<file path="src/hw/rtl/prid_pkg.sv">
// prid_pkg: shared constants, code values and control/status structs
// for the planar run-length image decoder; no dependencies
`default_nettype none
package prid_pkg;

  localparam int MAX_COLUMNS = 128;
  localparam int HIST_DEPTH  = 1024;
  localparam int HIST_AW     = 10;
  localparam int POS_W       = 19;

  // command byte codes
  localparam logic [7:0] CODE_FILL_EXPL = 8'h00;
  localparam logic [7:0] CODE_COPY_P2   = 8'h0E;
  localparam logic [7:0] CODE_COPY_P01  = 8'h0F;
  localparam logic [7:0] CODE_LIT_MIN   = 8'h10;
  localparam logic [7:0] CODE_REP_MAX   = 8'h07;
  localparam logic [7:0] CODE_BACK_BIAS = 8'h06;
  localparam logic [7:0] LEN_MASK       = 8'h7F;

  // parser phases
  localparam logic [1:0] PH_CMD = 2'd0;
  localparam logic [1:0] PH_LEN = 2'd1;
  localparam logic [1:0] PH_VAL = 2'd2;

  // commands from controller to datapath
  typedef struct packed {
    logic accept;   // input beat taken
    logic rd;       // issue history read
    logic latch;    // latch fill value from history
    logic wr;       // produce one decoded byte
    logic push;     // move held beat into output register
  } prid_cmd_t;

  // status from datapath to controller
  typedef struct packed {
    logic go;         // accepted byte starts a run
    logic fetch;      // run value comes from history
    logic dec_copy;   // accepted byte starts a copy run
    logic run_copy;   // current run is a copy
    logic beat;       // byte being written closes a beat
    logic out_free;   // output register can take a beat
    logic last_byte;  // byte being written is the last of the run
  } prid_stat_t;

endpackage
`default_nettype wire

</file>
<file path="src/hw/rtl/prid_ctrl.sv">
// prid_ctrl: sequencing state machine of the decoder
// depends on prid_pkg
`default_nettype none
module prid_ctrl (
  input  wire logic                 clk,
  input  wire logic                 rst_n,
  input  wire logic                 in_tvalid,
  output logic                      in_tready,
  input  wire prid_pkg::prid_stat_t st,
  output prid_pkg::prid_cmd_t       cmd
);
  import prid_pkg::*;

  typedef enum logic [5:0] {
    S_IDLE  = 6'b000001,
    S_FRD   = 6'b000010,
    S_FLAT  = 6'b000100,
    S_RD    = 6'b001000,
    S_WR    = 6'b010000,
    S_PUSH  = 6'b100000
  } state_t;

  state_t state_r, state_nxt;

  // next state and commands
  always_comb begin
    state_nxt = state_r;
    cmd       = '0;
    in_tready = 1'b0;
    case (state_r)
      S_IDLE: begin
        in_tready = 1'b1;
        if (in_tvalid) begin
          cmd.accept = 1'b1;
          if (st.go) begin
            if (st.fetch) state_nxt = S_FRD;
            else if (st.dec_copy) state_nxt = S_RD;
            else state_nxt = S_WR;
          end
        end
      end
      S_FRD: begin
        cmd.rd    = 1'b1;
        state_nxt = S_FLAT;
      end
      S_FLAT: begin
        cmd.latch = 1'b1;
        state_nxt = S_WR;
      end
      S_RD: begin
        cmd.rd    = 1'b1;
        state_nxt = S_WR;
      end
      S_WR: begin
        cmd.wr = 1'b1;
        if (st.beat && !st.out_free) state_nxt = S_PUSH;
        else if (st.last_byte) state_nxt = S_IDLE;
        else if (st.run_copy) state_nxt = S_RD;
        else state_nxt = S_WR;
      end
      S_PUSH: begin
        cmd.push = 1'b1;
        if (st.out_free) begin
          if (st.last_byte) state_nxt = S_IDLE;
          else if (st.run_copy) state_nxt = S_RD;
          else state_nxt = S_WR;
        end
      end
      default: state_nxt = S_IDLE;
    endcase
  end

  // state register
  always_ff @(posedge clk) begin
    if (!rst_n) state_r <= S_IDLE;
    else state_r <= state_nxt;
  end

endmodule
`default_nettype wire

</file>
<file path="config.mk">
export PLATFORM = sky130hd
export DESIGN_NAME = prid_ctrl
export DESIGN_NICKNAME = d
export VERILOG_FILES = /design/src/hw/rtl/prid_pkg.sv /design/src/hw/rtl/prid_ctrl.sv
export SDC_FILE = /design/constraint.sdc
export NUM_CORES = 1
export LEC_CHECK = 0
export BUFFER_PORTS_ARGS = -buffer_cell sky130_fd_sc_hd__buf_2
export CAP_MARGIN = 20
export CORE_AREA = 2 2 39 41
export DETAILED_ROUTE_END_ITERATION = 10
export DIE_AREA = 0 0 41 43
export HOLD_SLACK_MARGIN = 0.1
export MAX_ROUTING_LAYER = met4
export PLACE_DENSITY = 0.58
export SYNTH_ARGS = -nofsm -noshare
export SYNTH_HDL_FRONTEND = slang
export SYNTH_SLANG_ARGS = --single-unit
</file>
<file path="constraint.sdc">
create_clock -name clk -period 1.7 [get_ports clk]
set_clock_uncertainty 0.05 [all_clocks]
set_input_delay 0.17 -clock clk [delete_from_list [all_inputs] [get_ports clk]]
set_output_delay 0.17 -clock clk [all_outputs]
set_load 0.05 [all_outputs]
</file>
==> impl_metrics.csv <==
group,metric,value,unit
placed_design,dpl.hpwl,769,µm
placed_design,place_inst,79,
drt,first_pass_iters,4,
floorplan,die_x,41,µm
global_route,antenna_found_initial,0,
clock_tree,cts_post_setup_buffers_inserted,0,
floorplan,die_h,43,µm
floorplan,pin_count,16,
global_route,grt_pass1_vias,395,
drt,drt-initial-drc-count,6,
clock_tree,numCtsBuffers,3,
worst_setup_path,cp.required,1480,ps
floorplan,dieArea,1760,µm²
worst_setup_path,critical_path_arrival,1390,ps
sta,max_slew_margin,0.686,
min_path,whs_endpoint,"state_r[0]",
worst_setup_path,critical_path.max_fanout,8,
worst_setup_path,cp-start-kind,"register",
sta,setup_violations,0,
sta,worst_slew_pin_slew,466,ps
global_route,use_met2,0.197,
drt,routed_wl,1020,µm
flow_run,maxCapViolations,0,
clock_tree,postCtsHoldBufs,0,
worst_setup_path,ff2ff_path_depth,4,
synth,synth-seq-cells,6,
synth,synth_area_per_cell,9.46,µm²
global_route,use_met3,0.0471,
clock_tree,cts-htree-levels,1,
placed_design,gp_congestion,0.712,
global_route,top_usage_layer,"met2",
power,max-vdd-ir-drop,0.236,mV
floorplan,num_rows,14,
synth,synth_cell_types,35,
global_route,use_met1,0.177,
worst_setup_path,reg2reg_to,"state_r[3]",
layout,drive_gt1_frac,0.455,
global_route,grt_first_pass_wirelength,1650,µm
floorplan,start_util,0.355,
sta,fin_crit_sh,0.950,
sta,drv_slew,0,
worst_setup_path,reg2reg_from,"state_r[3]",
layout,top_regs,"state_r (6)",
worst_setup_path,rrSetupSlack,270,ps
synth,synth_warnings,0,
clock_tree,cts_tree,"yes",
layout,largest_reg_flops,6,
layout,areaGrowthSynthToFinish,20.9,%
worst_setup_path,cp-end-kind,"primary output",
worst_setup_path,cp_cell_sequence,"nor4b_4, and3_1, buf_2",
worst_setup_path,critPathKind,"reg -> out",
placed_design,port_buffers,15,
synth,ys_seq_area_frac,0.244,
layout,fin_nets,78,
synth,syn-instance-count,52,
worst_setup_path,critical-path-top-delay-family,"simple AND/OR/NAND/NOR gates",
power,p_leak,0.267,nW
clock_tree,clkLatencyLatePin,240,ps
worst_setup_path,slowest_stage,"dfxtp_1",
clock_tree,clockBufferDepth,2,
min_path,hold_path_class,"in -> reg",
layout,top_register,"state_r",
drt,via_per_inst,5.44,
clock_tree,clk_pin_slew,40,ps
global_route,track_usage,0.146,
layout,fillers,141,
floorplan,coreArea,1380,µm²
sta,hold_viol_final,0,
drt,wl_per_cell,12.4,µm
synth,yosysTopAreaCell,"dfxtp_1",
placed_design,pre_cts_slack,177,ps
layout,layoutNonFillerInstCount,82,
global_route,grt-ovfl-total,0,
clock_tree,cts_num_sinks,6,
sta,setup_slack,85.5,ps
layout,antenna_cells,0,
power,powerDensity,600,nW/µm²
synth,synth_area_leaders,"dfxtp_1, nor4b_4, buf_6",
worst_setup_path,cpPeakStageDelay,450,ps
sta,rsz0062_at_grt,"no",
drt,antenna_left,0,
synth,synth_area,492,µm²
sta,setup_tns,0,ps
sta,period_needed,1610,ps
synth,synth_top_area_frac,0.244,
global_route,grt_max_degree,11,
min_path,whs_path_depth,2,
synth,syn_nets,62,
min_path,min_from,"rst_n",
drt,drc,0,
drt,num_vias,446,
worst_setup_path,crit_buf_inv,1,
outcome,status,"finished, final reports clean",
sta,fmax,0.619,GHz
clock_tree,clockRootBuffer,"clkbuf_4",
metal layers:
| metal | up-vias | share of wire |
|---|---|---|
| li1 | 230 | - |
| met1 | 203 | 0.46 |
| met2 | 11 | 0.47 |
| met3 | 2 | 0.050 |
| met4 | 0 | 0.016 |
| met5 | - | 0 |
worst max-delay path by stage:
| stage | from | endpoint | slack [ps] | cells past startpoint |
|---|---|---|---|---|
| final | state_r[0] | cmd[4] | 90 | 3 |
| after global routing | state_r[3] | cmd[0] | 1 | 4 |
| after CTS | state_r[5] | in_tready | 1 | 3 |
| after detailed placement | state_r[2] | state_r[3] | 180 | 4 |
| after global placement | state_r[2] | state_r[3] | 210 | 4 |
| after floorplan | state_r[1] | state_r[3] | 220 | 5 |
cells in the mapped netlist:
cell	number
buf_6	3
and4b_2	1
o21ai_0	2
and3_4	1
nor3_1	3
inv_1	2
a211oi_1	2
nor2_1	2
xnor2_1	1
and3_1	1
and4bb_2	1
nand4_1	1
nand3_1	1
o21ai_1	1
buf_4	1
o211a_1	1
o41ai_1	1
and2_2	1
nor4b_1	1
nor3_2	1
xor2_1	1
nand4bb_1	1
nor2_2	1
nand2b_1	3
and4_1	1
dfxtp_1	6
o211ai_1	1
nand2_1	1
o2111ai_1	1
nor4b_4	2
nor4_1	1
a21oi_1	1
nand3b_1	1
nor2b_1	1
nand4b_1	2
cell type report:
class | count | area, µm² | area share
Clock buffer | 3 | 22.5 | 0.0379
Inverter | 2 | 7.51 | 0.0126
Multi-Input combinational cell | 40 | 338 | 0.568
Sequential cell | 6 | 124 | 0.208
Tap cell | 16 | 20.0 | 0.0337
Timing Repair Buffer | 15 | 82.6 | 0.139
metrics by stage:
| stage | hold slack (ps) | total power [W] | instance area, µm² | utilization |
|---|---|---|---|---|
| 2_1_floorplan | 207 | 0.000206 | 507 | - |
| 3_3_place_gp | 354 | 0.000228 | 561 | 0.405 |
| 3_5_place_dp | 354 | 0.000227 | 561 | 0.405 |
| 6_report | 110 | 0.000357 | 594 | 0.429 |
| 4_1_cts | 101 | 0.000362 | 583 | 0.421 |
| 5_1_grt | 104 | 0.000376 | 594 | 0.429 |
cell families after synthesis:
| logic type | after synthesis | synth area share |
|---|---|---|
| buf+inv | 6 | 0.0992 |
| xor+xnor | 2 | 0.0356 |
| compound gates | 10 | 0.142 |
| simple gates | 28 | 0.478 |
| flops | 6 | 0.244 |
power breakdown:
group,internal (W),total (W),switching (W)
sequential,0.000144,0.000151,0.00000662
combinational,0.0000337,0.0000755,0.0000418
clock,0.0000798,0.000131,0.0000507
total,0.000258,0.000357,0.0000991
cell usage in the layout, fill, tap and decap left out, types with 2 or more instances in the layout:
| master | n |
|---|---|
| nor4b_4 | 3 |
| nor2_1 | 2 |
| nor3_1 | 3 |
| dfxtp_2 | 3 |
| inv_1 | 2 |
| dfxtp_1 | 3 |
| clkbuf_4 | 6 |
| nand4b_1 | 2 |
| a211oi_1 | 2 |
| nand2b_1 | 3 |
| o21ai_0 | 2 |
| buf_2 | 12 |
timing repair:
| item | in CTS | in global routing |
|---|---|---|
| setup endpoints to repair | 0 | 5 |
| resized for setup | 0 | 6 |
| hold endpoints to repair | 0 | 0 |
Note: power is estimated with default switching activity, not from simulation.
